<file path="config.mk">
export PLATFORM = sky130hd
export DESIGN_NAME = rgb_to_hsv_converter_unit
export DESIGN_NICKNAME = d
export VERILOG_FILES = /design/src/design/rgbhsv_pkg.sv /design/src/design/rgb_to_hsv_converter_unit.sv
export SDC_FILE = /design/constraint.sdc
export NUM_CORES = 1
export LEC_CHECK = 0
export ABC_AREA = 1
export BUFFER_PORTS_ARGS = -buffer_cell sky130_fd_sc_hd__buf_2
export CORE_MARGIN = 1
export CORE_UTILIZATION = 50
export CTS_CLUSTER_DIAMETER = 50
export DETAILED_ROUTE_END_ITERATION = 12
export HOLD_SLACK_MARGIN = 0.03
export PLACE_DENSITY = 0.66
export SLEW_MARGIN = 10
export SYNTH_ARGS = -nofsm -noshare
export SYNTH_HDL_FRONTEND = slang
export SYNTH_SLANG_ARGS = --single-unit
</file>
<file path="constraint.sdc">
create_clock -name clk -period 17.4 [get_ports clk]
set_input_delay 2.61 -clock clk [delete_from_list [all_inputs] [get_ports clk]]
set_output_delay 2.61 -clock clk [all_outputs]
set_load 0.02 [all_outputs]
</file>
<file path="src/design/rgbhsv_pkg.sv">
// Shared types and constants for the RGB to HSV converter.
// No dependencies; imported by rgb_to_hsv_converter_unit.
`timescale 1ns / 1ps
`default_nettype none

package rgbhsv_pkg;

  localparam int CH_W       = 8;              // colour channel width
  localparam int QW         = 16;             // Q0.16 result width
  localparam int DIV_BITS   = 4;              // quotient bits per divider stage
  localparam int DIV_STAGES = QW / DIV_BITS;  // divider pipeline depth
  localparam int HDEN_W     = CH_W + 3;       // 6*delta fits in 11 bits
  localparam int SDEN_W     = CH_W;           // max fits in 8 bits
  localparam int LATENCY    = 4 + DIV_STAGES; // start to done, in cycles

  typedef struct packed {
    logic [CH_W-1:0] red;
    logic [CH_W-1:0] green;
    logic [CH_W-1:0] blue;
  } pixel_word_t;

  typedef struct packed {
    logic [QW-1:0]   hue;
    logic [QW-1:0]   saturation;
    logic [CH_W-1:0] brightness;
  } hsv_word_t;

  // Hue sector, chosen by the first maximal channel (red, green, blue)
  typedef enum logic [1:0] {
    SEC_RED   = 2'd0,
    SEC_GREEN = 2'd1,
    SEC_BLUE  = 2'd2
  } sector_t;

endpackage

`default_nettype wire

</file>
<file path="src/design/rgb_to_hsv_converter_unit.sv">
// RGB to HSV converter, one pixel per clock, fully pipelined.
// Depends on rgbhsv_pkg (word types, sector codes, divider sizing).
`timescale 1ns / 1ps
`default_nettype none

//  channel   ports                  direction  word
//  ------    ---------------------  ---------  ---------------------------
//  pixel     start, busy, pixel     in         red, green, blue (8 b each)
//  result    done, hsv              out        hue, saturation (16 b), brightness (8 b)
//
//  - A pixel is taken at every edge with start high; busy is always low, so a
//    new word may follow every cycle.
//  - The pipe holds three stages of min/max and operand set-up, four stages
//    of the two restoring dividers (4 quotient bits each) and one output
//    register.
//  - done is high for exactly one cycle with the result on hsv; the receiver
//    cannot hold it off, and nothing in the pipe ever waits.
//  - rst (synchronous) clears the valid bits only; data registers are free.

module rgb_to_hsv_converter_unit (
  input  wire                      clk,
  input  wire                      rst,
  input  wire                      start,
  output logic                     busy,
  input  rgbhsv_pkg::pixel_word_t  pixel,
  output logic                     done,
  output rgbhsv_pkg::hsv_word_t    hsv
);
  import rgbhsv_pkg::*;

  // Stage A: max, min, sector and signed channel difference
  typedef struct packed {
    logic [CH_W-1:0]       mx;
    logic [CH_W-1:0]       mn;
    sector_t               sector;
    logic signed [CH_W:0]  diff;
  } stage_a_t;

  // Stage B: delta
  typedef struct packed {
    logic [CH_W-1:0]       mx;
    logic [CH_W-1:0]       delta;
    sector_t               sector;
    logic signed [CH_W:0]  diff;
  } stage_b_t;

  // Divider pipeline word: both fraction divides run side by side
  typedef struct packed {
    logic [HDEN_W-1:0] h_rem;
    logic [HDEN_W-1:0] h_den;
    logic [QW-1:0]     h_quo;
    logic [SDEN_W-1:0] s_rem;
    logic [SDEN_W-1:0] s_den;
    logic [QW-1:0]     s_quo;
    logic [CH_W-1:0]   brightness;
    logic              hue_zero;
    logic              sat_zero;
    logic              sat_full;
  } div_word_t;

  // DIV_BITS restoring steps of q = floor(rem * 2^QW / den), rem < den
  function automatic div_word_t div_step(div_word_t cur);
    div_word_t         acc;
    logic [HDEN_W:0]   h_trial;
    logic [SDEN_W:0]   s_trial;
    acc = cur;
    for (int i = 0; i < DIV_BITS; i++) begin
      h_trial = {acc.h_rem, 1'b0};
      if (h_trial >= {1'b0, acc.h_den}) begin
        acc.h_rem = HDEN_W'(h_trial - {1'b0, acc.h_den});
        acc.h_quo = {acc.h_quo[QW-2:0], 1'b1};
      end else begin
        acc.h_rem = h_trial[HDEN_W-1:0];
        acc.h_quo = {acc.h_quo[QW-2:0], 1'b0};
      end
      s_trial = {acc.s_rem, 1'b0};
      if (s_trial >= {1'b0, acc.s_den}) begin
        acc.s_rem = SDEN_W'(s_trial - {1'b0, acc.s_den});
        acc.s_quo = {acc.s_quo[QW-2:0], 1'b1};
      end else begin
        acc.s_rem = s_trial[SDEN_W-1:0];
        acc.s_quo = {acc.s_quo[QW-2:0], 1'b0};
      end
    end
    return acc;
  endfunction

  logic                  a_valid;
  stage_a_t              st_a;
  stage_a_t              st_a_next;
  logic                  b_valid;
  stage_b_t              st_b;
  div_word_t             div_init;
  logic [DIV_STAGES:0]   div_valid;
  div_word_t             div_pipe [DIV_STAGES+1];
  hsv_word_t             hsv_next;

  // Input stage is always free to take a word
  assign busy = 1'b0;

  // ---- Stage A: compare channels -------------------------------------------
  always_comb begin
    logic r_top;
    logic g_top;
    r_top = (pixel.red >= pixel.green) && (pixel.red >= pixel.blue);
    g_top = !r_top && (pixel.green >= pixel.blue);
    st_a_next = '0;
    if (r_top) begin
      st_a_next.sector = SEC_RED;
      st_a_next.mx     = pixel.red;
      st_a_next.diff   = $signed({1'b0, pixel.green}) - $signed({1'b0, pixel.blue});
    end else if (g_top) begin
      st_a_next.sector = SEC_GREEN;
      st_a_next.mx     = pixel.green;
      st_a_next.diff   = $signed({1'b0, pixel.blue}) - $signed({1'b0, pixel.red});
    end else begin
      st_a_next.sector = SEC_BLUE;
      st_a_next.mx     = pixel.blue;
      st_a_next.diff   = $signed({1'b0, pixel.red}) - $signed({1'b0, pixel.green});
    end
    if ((pixel.red <= pixel.green) && (pixel.red <= pixel.blue)) begin
      st_a_next.mn = pixel.red;
    end else if (pixel.green <= pixel.blue) begin
      st_a_next.mn = pixel.green;
    end else begin
      st_a_next.mn = pixel.blue;
    end
  end

  always_ff @(posedge clk) begin
    st_a <= st_a_next;
    st_b.mx     <= st_a.mx;
    st_b.delta  <= st_a.mx - st_a.mn;
    st_b.sector <= st_a.sector;
    st_b.diff   <= st_a.diff;
  end

  // ---- Stage C: hue numerator, wrapped into [0, 6*delta) -------------------
  always_comb begin
    logic [HDEN_W-1:0]        den6;
    logic [HDEN_W-1:0]        koff;
    logic signed [HDEN_W+1:0] num;
    den6 = HDEN_W'({st_b.delta, 2'b00}) + HDEN_W'({st_b.delta, 1'b0});
    case (st_b.sector)
      SEC_GREEN: koff = HDEN_W'({st_b.delta, 1'b0});
      SEC_BLUE:  koff = HDEN_W'({st_b.delta, 2'b00});
      default:   koff = '0;
    endcase
    num = $signed({2'b00, koff}) + (HDEN_W+2)'(st_b.diff);
    // red sector with green below blue: add a full turn
    if (num < 0) begin
      num = num + $signed({2'b00, den6});
    end
    div_init            = '0;
    div_init.h_rem      = num[HDEN_W-1:0];
    div_init.h_den      = den6;
    div_init.s_rem      = st_b.delta;
    div_init.s_den      = st_b.mx;
    div_init.brightness = st_b.mx;
    div_init.hue_zero   = (st_b.delta == '0);
    div_init.sat_zero   = (st_b.mx == '0);
    div_init.sat_full   = (st_b.delta == st_b.mx) && (st_b.mx != '0);
  end

  always_ff @(posedge clk) begin
    div_pipe[0] <= div_init;
  end

  // ---- Divider stages ------------------------------------------------------
  for (genvar s = 0; s < DIV_STAGES; s++) begin : g_div
    always_ff @(posedge clk) begin
      div_pipe[s+1] <= div_step(div_pipe[s]);
    end
  end

  // ---- Output stage --------------------------------------------------------
  always_comb begin
    hsv_next.brightness = div_pipe[DIV_STAGES].brightness;
    hsv_next.hue        = div_pipe[DIV_STAGES].hue_zero ? '0 : div_pipe[DIV_STAGES].h_quo;
    if (div_pipe[DIV_STAGES].sat_zero) begin
      hsv_next.saturation = '0;
    end else if (div_pipe[DIV_STAGES].sat_full) begin
      hsv_next.saturation = '1;
    end else begin
      hsv_next.saturation = div_pipe[DIV_STAGES].s_quo;
    end
  end

  always_ff @(posedge clk) begin
    hsv <= hsv_next;
  end

  // Valid bits travel with the words
  always_ff @(posedge clk) begin
    if (rst) begin
      a_valid   <= 1'b0;
      b_valid   <= 1'b0;
      div_valid <= '0;
      done      <= 1'b0;
    end else begin
      a_valid   <= start && !busy;
      b_valid   <= a_valid;
      div_valid <= {div_valid[DIV_STAGES-1:0], b_valid};
      done      <= div_valid[DIV_STAGES];
    end
  end

  // ---- Checks --------------------------------------------------------------
  a_latency : assert property (@(posedge clk) disable iff (rst)
    (start && !busy) |-> ##(LATENCY) done)
    else $error("accepted pixel did not give a result after the pipeline latency");

  a_no_phantom : assert property (@(posedge clk) disable iff (rst)
    done |-> $past(start, LATENCY))
    else $error("result strobe without a matching accepted pixel");

  a_black : assert property (@(posedge clk) disable iff (rst)
    (done && hsv.brightness == '0) |-> (hsv.hue == '0 && hsv.saturation == '0))
    else $error("black pixel gave non-zero hue or saturation");

  a_grey : assert property (@(posedge clk) disable iff (rst)
    (done && hsv.saturation == '0) |-> (hsv.hue == '0))
    else $error("grey pixel gave non-zero hue");

endmodule

`default_nettype wire
</file>
==> results of run 1 <==
==> sequential cells by signal, summed over array words and instances (netlist names) <==
name,count
a_valid,1
div_init,16
st_b,11
st_a,27
done,1
b_valid,1
div_pipe,247
div_valid,5
hsv,40
==> cell usage after synthesis, types with 4 or more instances <==
master	n	share of area, %
or2_2	25	0.60
nand3b_1	6	0.17
fa_1	16	1.2
inv_2	19	0.27
nand3_4	5	0.34
a211oi_1	4	0.11
o21ai_1	37	0.71
nor2_1	257	3.7
o21a_1	14	0.40
inv_1	483	6.9
ha_1	330	16
nand4_2	4	0.19
o311ai_0	4	0.13
buf_2	12	0.23
buf_6	12	0.52
dfxtp_1	349	27
nand2_1	912	13
nor2_2	7	0.17
nand4_1	48	1.1
o21ai_0	121	2.3
clkbuf_1	9	0.13
o21bai_1	19	0.55
nand3_1	215	4.1
nand2_4	11	0.47
o211ai_1	18	0.52
nor2_4	14	0.60
a21oi_2	7	0.23
nand3_2	22	0.84
nor4_1	8	0.19
xnor2_1	80	2.7
a21boi_0	4	0.11
inv_4	4	0.096
xor2_1	165	5.5
a21o_1	18	0.52
a31oi_1	4	0.096
a21oi_1	253	4.8
nand2_2	30	0.72
nor3_1	44	0.84
mux2_2	5	0.22
buf_4	16	0.46
==> cell type report <==
| type | count | area (um2) | share of cell area [%] |
|---|---|---|---|
| clock buffers | 54 | 1250 | 4.37 |
| multi-input cells | 2747 | 16900 | 58.9 |
| flip-flops and latches | 349 | 6990 | 24.4 |
| inverters | 508 | 1920 | 6.71 |
| well taps | 680 | 851 | 2.97 |
| repair buffers | 67 | 335 | 1.17 |
| clock inverters | 29 | 439 | 1.53 |
==> path summary, 6_finish.rpt <==
check / startpoint / end / slack, ns / cells after the start
max: div_pipe[0][61] / div_pipe[0][156] / 9.96 / 49
min: div_pipe[0][289] / div_pipe[0][374] / 0.32 / 0
max reg2reg: div_pipe[0][61] / div_pipe[0][156] / 9.96 / 49
min reg2reg: div_pipe[0][289] / div_pipe[0][374] / 0.32 / 0
==> stage by stage <==
stage | instance area (um2) | util, % | hold WS, ns | instances | setup slack [ns]
global route | 28700 | 55.6 | 0.323 | 4434 | 8.95
detailed placement | 27000 | 52.3 | 0.312 | 4351 | 9.99
floorplan | 26100 | - | 0.310 | 3654 | 11.04
finish | 28700 | 55.6 | 0.320 | 4434 | 9.96
global placement | 27000 | 52.3 | 0.310 | 4351 | 10.07
CTS | 28700 | 55.6 | 0.320 | 4434 | 9.95
==> kinds of logic after synthesis <==
kind of cell               Yosys count  share of synthesized area [%]
buffers and inverters              558                           8.74
DFF                                349                           26.7
AOI/OAI and AO/OA                  528                           11.5
and+or+nand+nor                   1622                           27.6
muxes                                5                          0.215
xor gates and xnor gates           245                           8.21
adders and majority gates          346                           17.0
other                                1                         0.0143
==> critical path: cells and delay by family, from the launching register on <==
kind / cells / cell delay, ns
AND/OR/NAND/NOR: 28 / 3.14
AO/OA/AOI/OAI: 9 / 1.47
adder cells (fa/ha/maj): 4 / 1.41
buffers and inverters: 8 / 0.90
flip-flops: 1 / 0.43
==> metal layers <==
layer | global-route usage, % | vias to the layer above | share of wire, %
li1 | - | 12100 | -
met1 | 31.2 | 9919 | 48
met2 | 38.7 | 407 | 45
met3 | 3.37 | 105 | 4.2
met4 | 6.97 | 0 | 2.6
met5 | 0 | - | 0
==> out/results.txt, run 1 <==
Status - complete, no violations
Fin Clk Skew - 0.00930 ns
Minimum clock period - 7.44 ns
Root Buffer - clkbuf_16
Filler instances - 5049
WS Path Type - reg2reg
CTS Sinks - 349
Clock transition at path regs - 0.06 ns
Wire per inst - 13.9 um
Sequential area share after synthesis - 26.7%
Top Ports - 69
Port bufs - 67
Largest stage delay on the critical path - 0.43 ns
Post-synth EDFFs - 0
Antenna Cells - 0
Worst Setup End Kind - flop
Worst-path fanout max - 14
Netlist cell types - 67
GP Congestion - 0.922
Most numerous cell on the critical path - nand2_1
Area grow syn2layout - 9.62%
DR vias/cell - 5.07
Clock latency on the worst-skew pair - 0.58 ns
Congestion Overflow GR - 0
Core ar. - 0.0515 mm2
Slew headroom - 26.9%
Initial Utilization - 50.8%
Largest net degree at the start of global routing - 21
Cts bufs inserted - 46
Post-CTS setup buffers - 0
TNS Setup - 0 ns
Via Count - 22500
Post-DRT Antenna Nets - 0
Critical path data arrival time - 7.96 ns
CP startpoint kind - flop
Slew Limit Fails - 0
Remaining DRCs - 0
Slew @ Worst Pin - 1.09 ns
Worst Path Required - 17.92 ns
Post-synthesis register bit count - 349
Async set-reset flop share out of synthesis - 0%
Final worst path period share - 42.8%
Most frequent cells in the layout - nand2_1 (912), inv_1 (483), dfxtp_1 (349)
Die Wd - 231 um
Syn nets - 4027
Post-Syn Area - 0.0261 mm2
Drt initial violations - 1207
Clock Path Buffers - 3
1st-pass router iterations - 6
Die Y - 231 um
Post-DP HPWL - 48.9 mm
Number of max-cap violations - 0
Share of cells above drive strength 1 - 8.36%
# H-tree levels - 2
Hold_buf cts - 0
Nets - 4092
Die Area - 0.0532 mm2
PostCTS Resize Cnt - 0
Most used DFF post-synth - dfxtp_1
Crit-path slowest cell - dfxtp_1
CTS tree - built
Synthesized area per cell - 7.15 um2
RSZ-0062 raised after global routing - no
Hold Fails Final Rpt - 0
Vias in the first global route - 21200
Commonest non-fill, non-tap cell in the layout - nand2_1
FP Rows - 83
Max Fclk - 0.134 GHz
Number of synthesis warnings - 0
First-pass GRT wire length - 103 mm
Post-synthesis cell count - 3654
All-Layer GR Usage - 23.3%
Initial antenna violation count - 0
Final setup vio count - 0
Hold crit path type - reg2reg
Drt total wl - 61.7 mm
Power of run 1 is left out: the tool's default activity adds up to more than one toggle a clock period on the data nets, which glitch-free logic cannot reach.
==> inputs of run 2 (changes only) <==
Settings changed: PLACE_DENSITY 0.66 to 0.69.
Clock period 17.4 ns to 6 ns, I/O delays scaled along.
==> out/results.txt, run 2 (synthesized netlist as in run 1, its figures left out) <==
Crit Reg-Reg Endpoint - div_pipe[0][204]
Vias in the first global route - 25600
CTS Sinks - 349
Largest net degree at the start of global routing - 18
Multi-input gate area - 0.0209 mm2
Post-DP HPWL - 56.1 mm
CP endpoint - div_pipe[0][204]
Worst flop-to-flop path startpoint - div_pipe[0][117]
Status - complete, but fails checks
Drt total wl - 87.1 mm
GP Congestion - 0.952
Drt initial violations - 1874
Slew @ Worst Pin - 1.13 ns
Dpl cell area - 0.0324 mm2
Worst Path Required - 6.53 ns
Nets - 4944
Clock Path Buffers - 3
DR vias/cell - 5.36
CTS tree - built
Worst Setup End Kind - flop
All-Layer GR Usage - 26.8%
Largest stage delay on the critical path - 0.45 ns
Critical path data arrival time - 6.73 ns
Congestion Overflow GR - 0
Reg2reg setup slack - -0.20 ns
WS Path Type - reg2reg
Via Count - 28300
Area grow syn2layout - 49.3%
Cts bufs inserted - 44
Slew Limit Fails - 0
Final setup vio count - 36
Worst R2R Path Depth - 41
Setup ws final - -0.195 ns
First-pass GRT wire length - 118 mm
Most frequent cells in the layout - buf_4 (810), nand2_1 (753), inv_1 (387)
Slew headroom - 24.6%
Hold Fails Final Rpt - 0
Post-route cell area - 0.0390 mm2
Filler instances - 3473
Wire per inst - 16.5 um
Port bufs - 67
Initial antenna violation count - 1
Failing checks - setup timing
Crit-path slowest cell - dfxtp_1
Initial Utilization - 50.8%
Worst-path fanout max - 8
Register area - 0.00707 mm2
FP Rows - 83
Die Wd - 231 um
Fin Clk Skew - 0.0217 ns
Die Area - 0.0532 mm2
1st-pass router iterations - 7
Core ar. - 0.0515 mm2
Hold_buf cts - 0
Root Buffer - clkbuf_16
Max FFs per register - 247
RSZ-0062 raised after global routing - yes
Final worst path period share - 103%
Core Util, Final - 75.8%
Remaining DRCs - 0
TNS Setup - -4.03 ns
Clock latency on the worst-skew pair - 0.59 ns
Max Fclk - 0.161 GHz
CP startpoint kind - flop
Minimum clock period - 6.20 ns
Commonest non-fill, non-tap cell in the layout - buf_4
Most numerous cell on the critical path - nand2_1
# H-tree levels - 2
Top Ports - 69
Clock transition at path regs - 0.06 ns
Number of max-cap violations - 0
Post-DRT Antenna Nets - 0
Die Y - 231 um
Antenna Cells - 0
Crit. Startpoint - div_pipe[0][117]
Most flop-heavy register - div_pipe
Hold crit path type - reg2reg
Pre-CTS setup slack - -0.535 ns
Share of cells above drive strength 1 - 40.7%
Top flop regs - div_pipe x247, hsv x40, st_a x27
## run 2: changes by cell type in the layout (fill, tap and decap cells not counted), sizes merged, moves of 2 or more
cell / delta
nor2: +2
nand3: +4
buf: +844
clkbuf: +4
nand2: +2
bufinv: -7
## run 2: final cells by class
cell class	count	area share (%)
inverter	508	5.04
timing repair inverter	1	0.0288
clock buffer	58	3.11
tap	680	2.18
sequential	349	18.1
timing repair buffer	911	17.5
clock inverter	19	0.465
multi-input combinational	2756	53.6
## run 2: worst min path at each step
stage                startpoint  cells past startpoint               end  slack (ns)
5_1_grt        div_pipe[0][175]                      0  div_pipe[0][260]        0.32
3_3_place_gp    div_pipe[0][95]                      0  div_pipe[0][180]        0.31
2_1_floorplan   div_pipe[0][81]                      0  div_pipe[0][162]        0.31
4_1_cts        div_pipe[0][180]                      0  div_pipe[0][265]        0.31
3_5_place_dp   div_pipe[0][256]                      0  div_pipe[0][341]        0.31
6_report       div_pipe[0][180]                      0  div_pipe[0][265]        0.31
## run 2: repair_timing
| item | CTS | global route |
|---|---|---|
| pin swaps | 51 | 351 |
| resized for setup | 140 | 758 |
| setup buffers | 23 | 124 |
| endpoints found under the setup margin | 62 | 62 |
| endpoints found under the hold margin | 0 | 0 |
| gates cloned | 4 | 6 |
## run 2: metal layers
layer / vias up / GRT usage [%] / wire [um]
met5: - / 0 / 0
met4: 0 / 11.0 / 4580
met3: 362 / 2.61 / 4450
met2: 1009 / 47.8 / 43100
met1: 13200 / 32.8 / 35000
li1: 13800 / - / -
## run 2: worst max-delay path: cells and delay by family (launching register included)
kind            cells  cell delay (ns)
simple gates       22             2.26
compound gates     10             1.65
fa+ha+maj           4             1.14
buf+inv             5             0.62
flops               1             0.45
## run 2: through the flow
step           instances  hold slack [ns]
3_5_place_dp        5048            0.312
5_1_grt             5282            0.317
4_1_cts             5152            0.312
3_3_place_gp        5048            0.310
2_1_floorplan       3654            0.310
6_report            5282            0.313
Power of run 2 is left out for the same reason.
==> inputs of run 3 (changes only) <==
Settings changed: ABC_AREA 1 to unset.
==> out/results.txt, run 3 <==
Status - complete, but fails checks
Failing checks - setup timing
Worst Setup End Kind - flop
Via Count - 26300
Critical path data arrival time - 8.15 ns
Congestion Overflow GR - 0
Worst Path Required - 6.46 ns
Core ar. - 0.0502 mm2
Cts bufs inserted - 42
Post-DP HPWL - 60.6 mm
Max Fclk - 0.130 GHz
Worst flop-to-flop path startpoint - div_pipe[0][190]
Setup ws final - -1.70 ns
WHS - 0.318 ns
Worst R2R Path Depth - 35
Die Area - 0.0519 mm2
Post-DRT Antenna Nets - 0
Area grow syn2layout - 53.6%
Filler instances - 3138
Slew headroom - 18.0%
GP Congestion - 0.956
Die Y - 228 um
Drt initial violations - 1660
Hold_buf cts - 0
Syn nets - 3234
Largest net degree at the start of global routing - 20
Top flop regs - div_pipe x247, hsv x40, st_a x27
Netlist cell types - 108
Initial antenna violation count - 0
Minimum clock period - 7.70 ns
Nets - 4329
CTS tree - built
Slew @ Worst Pin - 1.23 ns
Crit. Startpoint - div_pipe[0][190]
Max FFs per register - 247
Sequential area share after synthesis - 27.4%
Antenna Cells - 0
Async set-reset flop share out of synthesis - 0%
Commonest non-fill, non-tap cell in the layout - buf_4
CP endpoint - div_pipe[0][280]
Clock latency on the worst-skew pair - 0.57 ns
TNS Setup - -80.54 ns
Most flop-heavy register - div_pipe
Post-synth top cells - dfxtp_1 (349), ha_1 (330), nor2_1 (222)
Most used DFF post-synth - dfxtp_1
CP Depth - 35
Final setup vio count - 62
Port bufs - 67
Worst-path fanout max - 8
Share of cells above drive strength 1 - 46.0%
Most numerous cell on the critical path - o21a_1
Final worst path period share - 128%
Reg2reg setup slack - -1.70 ns
Number of max-cap violations - 0
Post-synthesis register bit count - 349
Most frequent cells in the layout - buf_4 (976), dfxtp_1 (316), ha_1 (228)
Number of synthesis warnings - 0
Post-Syn Area - 0.0255 mm2
Root Buffer - clkbuf_16
WS Path Type - reg2reg
Synthesized area per cell - 8.91 um2
Die Wd - 228 um
First-pass GRT wire length - 131 mm
Initial Utilization - 50.8%
Fin Clk Skew - 0.0147 ns
Post-synth EDFFs - 0
Hold Fails Final Rpt - 0
Wire per inst - 18.3 um
Top cell type by total area after synthesis - dfxtp_1
Crit Reg-Reg Endpoint - div_pipe[0][280]
CP bufs+invs - 4
Top Family by Delay on Critical Path - compound AO/OA/AOI/OAI gates
Vias in the first global route - 26900
Top-area cell type share of the netlist area - 27.4%
RSZ-0062 raised after global routing - yes
# H-tree levels - 2
DR vias/cell - 5.65
CTS Sinks - 349
All-Layer GR Usage - 30.4%
Post-synthesis cell count - 2861
Most common cell in the netlist - dfxtp_1
FP Rows - 82
Dominant cells by area after synthesis - dfxtp_1 (27%), ha_1 (16%), mux2_2 (4.8%)
Hold crit path type - reg2reg
Slew Limit Fails - 0
Drt total wl - 85.4 mm
CP startpoint kind - flop
Crit-path slowest cell - a2111o_1
Remaining DRCs - 0
Top Ports - 69
Clock transition at path regs - 0.07 ns
Clock Path Buffers - 3
1st-pass router iterations - 6
Largest stage delay on the critical path - 0.45 ns
-- run 3: timing repair --
| action | in CTS | in global routing |
|---|---|---|
| buffers inserted | 118 | 55 |
| pin swaps | 154 | 103 |
| endpoints found under the hold margin | 0 | 0 |
| setup endpoints to repair | 62 | 62 |
| resized for setup | 306 | 186 |
| gates cloned | 4 | 0 |
-- run 3: worst min-delay path by stage --
stage	from	end	slack [ns]	cells after the start
2_1_floorplan	div_pipe[0][81]	div_pipe[0][162]	0.31	0
3_3_place_gp	div_pipe[0][354]	hsv[3]	0.31	0
3_5_place_dp	div_pipe[0][211]	div_pipe[0][296]	0.31	0
4_1_cts	div_pipe[0][254]	div_pipe[0][339]	0.32	0
5_1_grt	div_pipe[0][292]	div_pipe[0][377]	0.31	0
6_report	div_pipe[0][254]	div_pipe[0][339]	0.32	0
-- run 3: through the flow --
| step | utilization (%) | area, um2 | std cells | setup WS, ns |
|---|---|---|---|---|
| global placement | 68.0 | 34100 | 4424 | -1.70 |
| CTS | 75.6 | 37900 | 4617 | -1.64 |
| global route | 78.0 | 39100 | 4660 | -2.05 |
| detailed placement | 68.0 | 34100 | 4424 | -1.77 |
| finish | 78.0 | 39100 | 4660 | -1.70 |
| floorplan | - | 26700 | 2861 | -1.48 |
-- run 3: cells by family (layout without fill, tap and decap cells) --
logic type,after synthesis,after routing,share of synthesized area (%)
other,1,1,0.0147
and+or+nand+nor,746,746,14.7
DFF,349,349,27.4
AOI/OAI and AO/OA,768,769,20.8
adders and majority gates,346,346,17.5
xor gates and xnor gates,205,205,7.05
muxes,186,186,8.43
buffers and inverters,260,1386,4.10
-- run 3: layer usage --
metal  share of wire [%]  GRT usage [%]  vias to the layer above
met5                   0              0                        -
met4                 4.5           13.6                        0
met3                 4.4           3.04                      283
met2                  50           54.6                      877
met1                  41           36.4                    12600
li1                    -              -                    12600
-- run 3: area by class of cell --
type,count,area (um2),area share [%]
tap,672,841,2.15
sequential,349,7040,18.0
timing repair buffer,1088,8210,21.0
inverter,219,916,2.34
clock inverter,27,370,0.946
timing repair inverter,3,20.0,0.0511
multi-input combinational,2253,20600,52.7
clock buffer,49,1140,2.91
Power of run 3 is left out for the same reason.
